==> src/rtl/core/fpagc_pkg.sv <==
// ----------------------------------------------------------------------------
// fpagc_pkg
// Shared constants, types and helpers of the frame peak gain control block.
// ----------------------------------------------------------------------------
package fpagc_pkg;

    localparam int FRAME_MAX  = 256;
    localparam int POS_W      = $clog2(FRAME_MAX);
    localparam int CFG_LEN_W  = 9;
    localparam int LEN_X_W    = (POS_W + 1 > CFG_LEN_W) ? POS_W + 1 : CFG_LEN_W;
    localparam int HIST_DEPTH = 25;
    localparam int HIST_W     = (HIST_DEPTH > 1) ? $clog2(HIST_DEPTH) : 1;
    localparam int HCNT_W     = $clog2(HIST_DEPTH + 1);

    localparam int SMP_W      = 16;
    localparam int VOL_W      = 16;
    localparam int GAIN_W     = 24;
    localparam int STEP_W     = 32;
    localparam int RPROD_W    = POS_W + STEP_W;
    localparam int NSTEP_W    = LEN_X_W + STEP_W;
    localparam int MV_W       = SMP_W + VOL_W;
    localparam int PP_W       = MV_W + 16;

    localparam int DIV_N_W    = 33;
    localparam int DIV_D_W    = 16;
    localparam int DIV_CNT_W  = $clog2(DIV_N_W + 1);

    // The step limit gain/20 is taken as (gain/4)/5, the division by five as a
    // multiplication by a 32-bit reciprocal that is exact for any 32-bit value.
    localparam int LIM_RECIP_W = 32;
    localparam int LIM_PROD_W  = GAIN_W - 2 + LIM_RECIP_W;
    localparam int LIM_SHIFT   = 34;
    localparam logic [LIM_RECIP_W-1:0] LIM_RECIP = 32'hCCCCCCCD;

    localparam int CFG_IDX_W  = 2;
    localparam logic [CFG_IDX_W-1:0] CFG_AGC_ENABLE   = 2'd0;
    localparam logic [CFG_IDX_W-1:0] CFG_FRAME_LENGTH = 2'd1;
    localparam logic [CFG_IDX_W-1:0] CFG_VOLUME       = 2'd2;

    localparam logic [GAIN_W-1:0]  GAIN_RESET = 24'd6553600;
    localparam logic [GAIN_W-1:0]  GAIN_CAP   = 24'd13107200;
    localparam logic [GAIN_W-1:0]  GAIN_MAX   = 24'hFFFFFF;
    localparam logic [STEP_W-1:0]  RAMP_MAX   = 32'hFFFFFFFF;
    localparam logic [SMP_W-1:0]   OUT_CLAMP  = 16'd32760;
    localparam logic [DIV_N_W-1:0] TARGET_NUM = 33'd7864320000;
    localparam logic [CFG_LEN_W-1:0] LEN_RESET  = 9'd160;
    localparam logic [VOL_W-1:0]     VOL_RESET  = 16'd32768;

    typedef enum logic [2:0] {
        S_IDLE, S_MUL1, S_MUL2, S_MUL3, S_OUT, S_EOF
    } t_state;

    typedef enum logic [2:0] {
        G_IDLE, G_ADD, G_SCAN, G_TDIV, G_DECIDE, G_LDIV, G_SDIV
    } t_gstate;

    typedef struct packed {
        logic               start;
        logic               agc;
        logic [LEN_X_W-1:0] n;
        logic [SMP_W-1:0]   peak;
    } t_gain_ctl;

    typedef struct packed {
        logic              busy;
        logic [GAIN_W-1:0] gain;
        logic [STEP_W-1:0] step;
    } t_gain_stat;

    function automatic logic [SMP_W-1:0] abs16(input logic [SMP_W-1:0] v);
        abs16 = v[SMP_W-1] ? (~v + 1'b1) : v;
    endfunction

endpackage

==> src/rtl/core/fpagc_div.sv <==
// ----------------------------------------------------------------------------
// fpagc_div
// Restoring unsigned divider that produces one quotient bit per cycle.
// ----------------------------------------------------------------------------
module fpagc_div
    import fpagc_pkg::*;
(
    input  logic               i_clk,
    input  logic               i_rst_n,
    input  logic               i_start,
    input  logic [DIV_N_W-1:0] i_dividend,
    input  logic [DIV_D_W-1:0] i_divisor,
    output logic               o_done,
    output logic [DIV_N_W-1:0] o_quot
);

    logic                 r_busy;
    logic                 r_done;
    logic [DIV_CNT_W-1:0] r_cnt;
    logic [DIV_D_W-1:0]   r_rem;
    logic [DIV_D_W-1:0]   r_dvs;
    logic [DIV_N_W-1:0]   r_q;
    logic [DIV_D_W:0]     w_shift;
    logic                 w_ge;

    assign w_shift = {r_rem, r_q[DIV_N_W-1]};
    assign w_ge    = w_shift >= {1'b0, r_dvs};

    always_ff @(posedge i_clk) begin
        if (!i_rst_n) begin
            r_busy <= 1'b0;
            r_done <= 1'b0;
            r_cnt  <= '0;
        end else begin
            r_done <= 1'b0;
            if (r_busy) begin
                r_cnt <= r_cnt - 1'b1;
                if (r_cnt == DIV_CNT_W'(1)) begin
                    r_busy <= 1'b0;
                    r_done <= 1'b1;
                end
            end else if (i_start) begin
                r_busy <= 1'b1;
                r_cnt  <= DIV_CNT_W'(DIV_N_W);
            end
        end
    end

    always_ff @(posedge i_clk) begin
        if (r_busy) begin
            r_rem <= w_ge ? DIV_D_W'(w_shift - {1'b0, r_dvs}) : w_shift[DIV_D_W-1:0];
            r_q   <= {r_q[DIV_N_W-2:0], w_ge};
        end else if (i_start) begin
            r_rem <= '0;
            r_dvs <= i_divisor;
            r_q   <= i_dividend;
        end
    end

    assign o_done = r_done;
    assign o_quot = r_q;

endmodule

==> src/rtl/core/fpagc_gain.sv <==
// ----------------------------------------------------------------------------
// fpagc_gain
// Frame end gain update: ramp completion, peak ring scan and gain decision.
// ----------------------------------------------------------------------------
module fpagc_gain
    import fpagc_pkg::*;
(
    input  logic       i_clk,
    input  logic       i_rst_n,
    input  t_gain_ctl  i_ctl,
    output t_gain_stat o_stat
);

    t_gstate r_state, n_state;

    logic [GAIN_W-1:0]  r_gain;
    logic [STEP_W-1:0]  r_step;
    logic [HIST_W-1:0]  r_hp;
    logic [LEN_X_W-1:0] r_n;
    logic [SMP_W-1:0]   r_peak;
    logic               r_agc;
    logic [NSTEP_W-1:0] r_nstep;
    logic [HCNT_W-1:0]  r_idx;
    logic               r_rvalid;
    logic [SMP_W-1:0]   r_max;
    logic [DIV_N_W-1:0] r_target;
    logic [GAIN_W-1:0]  r_lim;

    logic [SMP_W-1:0]   r_hist [HIST_DEPTH];
    logic [HIST_DEPTH-1:0] r_hvalid;
    logic [SMP_W-1:0]   r_hrd;
    logic               r_hrd_ok;

    logic               div_start;
    logic [DIV_N_W-1:0] div_dividend;
    logic [DIV_D_W-1:0] div_divisor;
    logic               div_done;
    logic [DIV_N_W-1:0] div_quot;

    logic [SMP_W-1:0]   w_hval;
    logic [SMP_W-1:0]   w_max;
    logic               w_scan_end;
    logic               w_issue;
    logic               w_lower;
    logic [GAIN_W-1:0]  w_delta;
    logic [GAIN_W-1:0]  w_dmin;
    logic [NSTEP_W-8:0] w_gsum;
    logic [LIM_PROD_W-1:0] w_lim_prod;
    logic [GAIN_W-1:0]  w_lim;

    assign w_hval     = r_hrd_ok ? r_hrd : '0;
    assign w_max      = (r_rvalid && (w_hval > r_max)) ? w_hval : r_max;
    assign w_scan_end = (r_idx == HCNT_W'(HIST_DEPTH)) && r_rvalid;
    assign w_issue    = (r_state == G_SCAN) && (r_idx < HCNT_W'(HIST_DEPTH));
    assign w_lower    = r_target < DIV_N_W'(r_gain);
    assign w_delta    = (r_target[GAIN_W-1:0] > r_gain) ? r_target[GAIN_W-1:0] - r_gain : '0;
    assign w_dmin     = (w_delta > r_lim) ? r_lim : w_delta;
    assign w_gsum     = (NSTEP_W-7)'(r_gain) + (NSTEP_W-7)'(r_nstep[NSTEP_W-1:8]);
    assign w_lim_prod = LIM_PROD_W'(r_gain[GAIN_W-1:2]) * LIM_PROD_W'(LIM_RECIP);
    assign w_lim      = GAIN_W'(w_lim_prod[LIM_PROD_W-1:LIM_SHIFT]);

    always_comb begin
        n_state = r_state;
        unique case (r_state)
            G_IDLE:   if (i_ctl.start) n_state = G_ADD;
            G_ADD:    n_state = r_agc ? G_SCAN : G_IDLE;
            G_SCAN: begin
                if (w_scan_end) n_state = (w_max == '0) ? G_DECIDE : G_TDIV;
            end
            G_TDIV:   if (div_done) n_state = G_DECIDE;
            G_DECIDE: n_state = w_lower ? G_IDLE : G_LDIV;
            G_LDIV:   n_state = G_SDIV;
            G_SDIV:   if (div_done) n_state = G_IDLE;
            default:  n_state = G_IDLE;
        endcase
    end

    always_comb begin
        div_start    = 1'b0;
        div_dividend = TARGET_NUM;
        div_divisor  = DIV_D_W'(w_max);
        unique case (r_state)
            G_SCAN: begin
                div_start = w_scan_end && (w_max != '0);
            end
            G_LDIV: begin
                div_start    = 1'b1;
                div_dividend = DIV_N_W'({w_dmin, 8'd0});
                div_divisor  = DIV_D_W'(r_n);
            end
            default: begin
                div_start = 1'b0;
            end
        endcase
    end

    always_ff @(posedge i_clk) begin
        if (!i_rst_n) begin
            r_state  <= G_IDLE;
            r_gain   <= GAIN_RESET;
            r_step   <= '0;
            r_hp     <= '0;
            r_hvalid <= '0;
            r_rvalid <= 1'b0;
            r_idx    <= '0;
        end else begin
            r_state  <= n_state;
            r_rvalid <= w_issue;
            unique case (r_state)
                G_IDLE: begin
                    if (i_ctl.start) begin
                        r_nstep <= NSTEP_W'(i_ctl.n * r_step);
                        r_n     <= i_ctl.n;
                        r_peak  <= i_ctl.peak;
                        r_agc   <= i_ctl.agc;
                    end
                end
                G_ADD: begin
                    r_gain <= (w_gsum > (NSTEP_W-7)'(GAIN_MAX)) ? GAIN_MAX
                                                                : w_gsum[GAIN_W-1:0];
                    r_step <= '0;
                    r_idx  <= '0;
                    r_max  <= '0;
                    if (r_agc) begin
                        r_hvalid[r_hp] <= 1'b1;
                        r_hp <= (r_hp == HIST_W'(HIST_DEPTH - 1)) ? '0 : r_hp + 1'b1;
                    end
                end
                G_SCAN: begin
                    r_max <= w_max;
                    if (w_issue) r_idx <= r_idx + 1'b1;
                    if (w_scan_end && (w_max == '0)) r_target <= DIV_N_W'(GAIN_CAP);
                end
                G_TDIV: begin
                    if (div_done) r_target <= div_quot;
                end
                G_DECIDE: begin
                    if (w_lower) begin
                        r_gain <= r_target[GAIN_W-1:0];
                    end else begin
                        r_lim <= w_lim;
                        if (r_target > DIV_N_W'(GAIN_CAP)) r_target <= DIV_N_W'(GAIN_CAP);
                    end
                end
                G_LDIV: begin
                end
                G_SDIV: begin
                    if (div_done) r_step <= div_quot[STEP_W-1:0];
                end
                default: begin
                end
            endcase
        end
    end

    always_ff @(posedge i_clk) begin
        if ((r_state == G_ADD) && r_agc) r_hist[r_hp] <= r_peak;
        if (w_issue) begin
            r_hrd    <= r_hist[r_idx[HIST_W-1:0]];
            r_hrd_ok <= r_hvalid[r_idx[HIST_W-1:0]];
        end
    end

    fpagc_div u_div (
        .i_clk      (i_clk),
        .i_rst_n    (i_rst_n),
        .i_start    (div_start),
        .i_dividend (div_dividend),
        .i_divisor  (div_divisor),
        .o_done     (div_done),
        .o_quot     (div_quot)
    );

    assign o_stat.busy = (r_state != G_IDLE);
    assign o_stat.gain = r_gain;
    assign o_stat.step = r_step;

    a_done_waits: assert property (@(posedge i_clk) disable iff (!i_rst_n)
        div_done |-> (r_state == G_TDIV || r_state == G_LDIV || r_state == G_SDIV))
        else $error("divider finished outside a wait state");

    a_hp_range: assert property (@(posedge i_clk) disable iff (!i_rst_n)
        r_hp <= HIST_W'(HIST_DEPTH - 1))
        else $error("history pointer out of range");

endmodule

==> config.mk <==
export PLATFORM = sky130hd
export DESIGN_NAME = fpagc_gain
export DESIGN_NICKNAME = d
export VERILOG_FILES = /design/src/rtl/core/fpagc_pkg.sv /design/src/rtl/core/fpagc_div.sv /design/src/rtl/core/fpagc_gain.sv
export SDC_FILE = /design/constraint.sdc
export NUM_CORES = 2
export LEC_CHECK = 0
export BUFFER_PORTS_ARGS = -buffer_cell sky130_fd_sc_hd__buf_4
export CAP_MARGIN = 20
export CORE_MARGIN = 5
export CORE_UTILIZATION = 55
export DETAILED_ROUTE_END_ITERATION = 10
export PLACE_DENSITY = 0.83
export SLEW_MARGIN = 20
export SYNTH_ARGS = -nofsm -noshare
export SYNTH_HDL_FRONTEND = slang
export SYNTH_HIERARCHICAL = 1
export SYNTH_SLANG_ARGS = --single-unit
==> constraint.sdc <==
create_clock -name i_clk -period 11.55 [get_ports i_clk]
set_input_delay 1.7325 -clock i_clk [delete_from_list [all_inputs] [get_ports i_clk]]
set_output_delay 1.7325 -clock i_clk [all_outputs]
set_load 0.05 [all_outputs]
---- Yosys cells after proc, flatten, opt, wreduce, memory -nomap -nowiden ----
Memory sizes are Yosys's and may differ from the RTL's. A register that Yosys moved wholly into a read port is not among the register bits.
Cells that the tools add are included.
storage, ports and cells
  flip-flop bits (word level) ............. 305
  memory bits (writable) .................. 400
  input bits .............................. 29
  memories ................................ 1
operators by class
  add/subtract/negate cells ............... 6
  bitwise logic cells ..................... 3
  mux-type cells .......................... 46
  reduce and logical (&&, ||, !) cells .... 27
  equal/unequal tests ..................... 18
  multiply operators ...................... 2
  order comparisons ....................... 11
memory list
  name    words  bits a word  read ports  clocked after Yosys merged registers in  write ports  line              RTL
  r_hist  25     16           1           1                                        1            fpagc_gain.sv:29  logic [SMP_W-1:0] r_hist [HIST_DEPTH];
operators by type and width
  kind                                                                                count
  33-bit 2-to-1 mux                                                                   7
  33-bit one-hot mux with 3 select lines                                              1
  24-bit 2-to-1 mux                                                                   4
  16-bit 2-to-1 mux                                                                   5
  32-bit one-hot mux with 2 select lines                                              1
  22-bit by 32-bit multiplier with 54-bit output (second input constant)              1
  24-bit one-hot mux with 2 select lines                                              1
  9-bit by 32-bit multiplier with 41-bit output                                       1
  24-bit by 33-bit adder with 34-bit output                                           1
  34-bit by 24-bit greater-than comparator with 1-bit output (second input constant)  1
  33-bit by 24-bit greater-than comparator with 1-bit output (second input constant)  1
  33-bit by 24-bit < comparator with 1-bit output                                     1
  32-bit 2-to-1 mux                                                                   1
  16-bit one-hot mux with 2 select lines                                              1
  25-bit OR                                                                           1
  24-bit by 20-bit greater-than comparator with 1-bit output                          1
  24-bit greater-than comparator                                                      1
  24-bit subtractor                                                                   1
  3-bit one-hot mux with 7 select lines                                               1
  3-bit 2-to-1 mux                                                                    6
  17-bit by 16-bit >= comparator with 1-bit output                                    1
  16-bit greater-than comparator                                                      1
  16-bit logical NOT                                                                  1
  16-bit nonzero test                                                                 1
  31 further kinds                                                                    71

---- Depth between registers and ports, before layout ----
  word-level depth ........................ 9
  mapped depth ............................ 27

---- By module ----
Netlist, hierarchy kept.
by module, submodules not included
  module      area an instance (um^2)  cells an instance  instances  sequential area each (um^2)
  fpagc_gain  44470.2                  3805               1          18267.5
  fpagc_div   3853.7                   329                1          2112.0

---- Worst setup path before layout ----
No wires, ideal clock.
  kind .................................... register -> register
  start ................................... register r_gain[22]
  end ..................................... register r_lim[18] (data pin)
  path slack .............................. 4.465 ns
  clock period less this slack ............ 7.085 ns
  path buffers ............................ 0
  setup time .............................. 0.265 ns
  data required time ...................... 11.285 ns
  cell stages (with the launch flop) ...... 25
  data arrival time ....................... 6.820 ns
  cells stage by stage .................... dfxtp_1 inv_1 ha_1 fa_1 xnor2_1 ha_1 inv_1 fa_1 inv_1 fa_1 fa_1 inv_1 fa_1 inv_1 ha_1 a211oi_1 o221ai_1 a41o_1 and4b_1 o31ai_2 o221ai_1 o211ai_1 a41oi_1 o21ai_0 xor2_1
on the way
  cells in the longest elaborated chain, start to end .. 1
RTL lines
  what                                            line               RTL
  start, declared                                 fpagc_gain.sv:16   logic [GAIN_W-1:0] r_gain;
  start signal, assigned                          fpagc_gain.sv:119  r_gain <= (w_gsum > (NSTEP_W-7)'(GAIN_MAX)) ? GAIN_MAX
  start signal, assigned                          fpagc_gain.sv:139  r_gain <= r_target[GAIN_W-1:0];
  22-bit by 32-bit multiplier with 54-bit output  fpagc_gain.sv:59   assign w_lim_prod = LIM_PROD_W'(r_gain[GAIN_W-1:2]) * LIM_PROD_W'(LIM_RECIP);
  via w_lim_prod[52]                              fpagc_gain.sv:48   logic [LIM_PROD_W-1:0] w_lim_prod;
  end signal, assigned                            fpagc_gain.sv:141  r_lim <= w_lim;
  end, declared                                   fpagc_gain.sv:27   logic [GAIN_W-1:0] r_lim;
The timed path passes the listed nets, and every way through them passes these cells.
A chain may end at the register's enable or synchronous reset.

---- Worst setup path after layout ----
  start ................................... register r_gain[22]
  end ..................................... register r_lim[17] (data pin)
The elaborated chain is that of the path after synthesis.

==> results.tsv <==
stage	metric	value	unit
outcome	status	completed	
clock_network	htreeDepth	3	
yosys	synth_area_leaders	edfxtp_1, fa_1, ha_1	
yosys	syn_inst	4134	
clock_network	clock_latency	0.64	ns
critical_path	path_max_fanout	10	
placement	gp_congestion	0.9318	
clock_network	cts_root_buffer	clkbuf_16	
placement	port_buffers	85	
grt	grt_pass1_wl	187100	um
floorplanning	die_area	93890	um^2
grt	grt_max_degree	67	
clock_network	cts.clk_slew.worst_paths	0.07	ns
critical_path	cp-end-kind	flop	
yosys	yosysWarnings	6	
routing	dr.first_iter.drc_count	3085	
yosys	synth_top_cell_by_area	edfxtp_1	
routing	first_pass_iters	7	
clock_network	cts_hold_buffers	0	
floorplanning	die_w	306.4	um
critical_path	timing.critical_path.mode_cell	fa_1	
routing	routed_wl	119000	um
critical_path	path_cells	inv_1 -> ha_1 -> fa_1 -> xnor2_1 -> ha_1 -> nor2_1 -> fa_1 -> inv_1 -> fa_1 -> fa_1 -> inv_1 -> fa_1 -> inv_1 -> ha_1 -> a21oi_1 -> o21ai_0 -> o2111ai_1 -> a31oi_1 -> nor2_1 -> a21oi_2 -> a31o_2 -> a311oi_2 -> or4b_1 -> nand4_1	
routing	via_count	32350	
finish	drive_gt1_share	11.02	%
finish	synthToLayoutAreaGrowth	8.682	%
grt	grt_pass1_vias	33460	
routing	drcViolationCount	0	
grt	grt.overflow.total	0	
sta	slew_violations	0	
clock_network	cts.path.max_buffers	3	
sta	setup_tns	0	ns
clock_network	cts_buffers	69	
critical_path	crit_type	flop to flop	
yosys	synth_most_common_cell	edfxtp_1	
yosys	synth_ff_type	edfxtp_1	
yosys	ys_seq_area_share	42.17	%
yosys	synth_cell_types	91	
sta	fin_crit_sh	65.37	%
floorplanning	core	87020	um^2
critical_path	max_stage_delay	0.80	ns
yosys	synth_area_per_cell	11.69	um^2
sta	relSlewSlack	22.43	%
yosys	synth-edff-count	610	
floorplanning	io_pins	86	
sta	worst_pin_slew	1.159	ns
routing	vias_per_cell	6.008	
routing	avgRoutedWirePerCell	22.10	um
critical_path	timing.critical_path.arrival	7.92	ns
clock_network	post_cts_buffers	0	
critical_path	cp-start-kind	flop	
sta	finClkSkew	0.04038	ns
min_path	min_path_type	flop to flop	
floorplanning	die_h	306.4	um
placement	place.detailed.hpwl	84360	um
sta	setup_viol_count_final	0	
sta	rsz0062_at_grt	false	
floorplanning	num_rows	108	
grt	antenna_found_initial	1	
sta	period_minus_slack	7.550	ns
sta	fmax	0.1325	GHz
clock_network	cts_tree	done	
floorplanning	initial_core_util	55.53	%
grt	grt_use_total	25.23	%
clock_network	ctsResizeCount	0	
clock_network	clkSinkCount	713	
sta	hold_viol_final	0	
finish	fin_nets	4917	
critical_path	crit_slowest_cell	fa_1	
yosys	synth_common_cells	edfxtp_1, inv_1, nand2_1, ha_1, fa_1	
yosys	async_flop_share	0	%
yosys	ys_ff_latch	713	
yosys	synth_area	48320	um^2
routing	ant_nets	0	
critical_path	crit_required	11.92	ns
run	cap_violations	0	
yosys	synth_top_area_share	37.91	%
==> final timing paths <==
path	from	to	slack, ns	cells after the start
max	r_gain[22]$_SDFFE_PN1P_	r_lim[17]$_DFFE_PP_	4.00	24
min	r_hvalid[21]$_SDFFE_PN0P_	r_hvalid[21]$_SDFFE_PN0P_	0.47	2
max reg2reg	r_gain[22]$_SDFFE_PN1P_	r_lim[17]$_DFFE_PP_	4.00	24
min reg2reg	r_hvalid[21]$_SDFFE_PN0P_	r_hvalid[21]$_SDFFE_PN0P_	0.47	2
==> per-layer routing <==
metal,routed length [um],global-route usage [%],share of wire (%),up-vias
met3,8591,4.294,7.2,326
met4,5504,9.629,4.6,0
met5,0,0,0,-
met1,45860,32.56,39,16110
met2,59070,43.17,50,1438
li1,-,-,-,14480
==> flip-flops by register name, summed over array words and instances (netlist names), 3 cells and up <==
name / cells
r_gain: 24
r_hist: 400
r_hp: 5
r_hrd: 16
r_hvalid: 25
r_idx: 5
r_lim: 20
r_max: 16
r_n: 9
r_nstep: 33
r_peak: 16
r_state: 3
r_step: 32
r_target: 33
u_div/o_quot: 33
u_div/r_cnt: 6
u_div/r_dvs: 16
u_div/r_rem: 16
==> final cells by class <==
type	count	area, um^2
antenna	1	2.502
clock buffer	89	1864
clock inverter	37	474.2
fill	6540	34500
inverter	548	2057
multi-input combinational	2704	25250
sequential	713	20390
tap	1155	1445
timing repair buffer	138	1036
==> critical path, delay by kind of cell, from the launching register on <==
family | cells | cell delay [ns]
compound gates | 7 | 1.67
simple gates | 4 | 0.48
buf+inv | 4 | 0.38
flops | 1 | 0.46
xor+xnor | 1 | 0.33
fa+ha+maj | 8 | 3.95
==> through the flow <==
step,area (um^2),hold WS (ns),utilization (%),worst slack (ns),std cells
after floorplan,48350,0.4348,-,4.465,4142
after global placement,50170,0.4439,57.66,4.312,5258
after detailed placement,50170,0.4592,57.66,4.029,5258
after CTS,52510,0.4769,60.34,4.014,5384
after global routing,52520,0.4976,60.35,3.545,5384
final,52520,0.4720,60.35,4.000,5385
==> kinds of logic (layout without fill, tap and decap cells) <==
logic type / Yosys count / after routing / synth area share [%]
adders and majority gates: 715 / 715 / 24.02
DFF: 713 / 713 / 42.17
xor gates and xnor gates: 108 / 108 / 1.957
muxes: 208 / 208 / 7.516
buffers and inverters: 725 / 812 / 5.717
and+or+nand+nor: 1092 / 1092 / 10.75
other: 1 / 10 / 0.007760
AOI/OAI and AO/OA: 572 / 572 / 7.856
==> placed cells by master, fill, tap and decap left out, drive strengths merged, types with 16 or more instances in the layout <==
cell    instances
xnor2          68
nor2          240
nor3           35
and3           50
a21oi         189
nand2b         24
inv           550
nor2b          35
dfxtp         103
clkbuf         89
clkinv         28
mux2i          40
nand2         386
fa            355
and2          138
o21a           18
o221ai         28
nand4          35
nor4           21
o211ai         21
a21o           71
buf           138
ha            359
mux2           49
a31oi          27
edfxtp        610
a211oi         16
o21ai          99
mux4          119
nand3          85
xor2           40
Power is left out: the tool's default activity adds up to more than one toggle a clock period on the data nets, which glitch-free logic cannot reach.
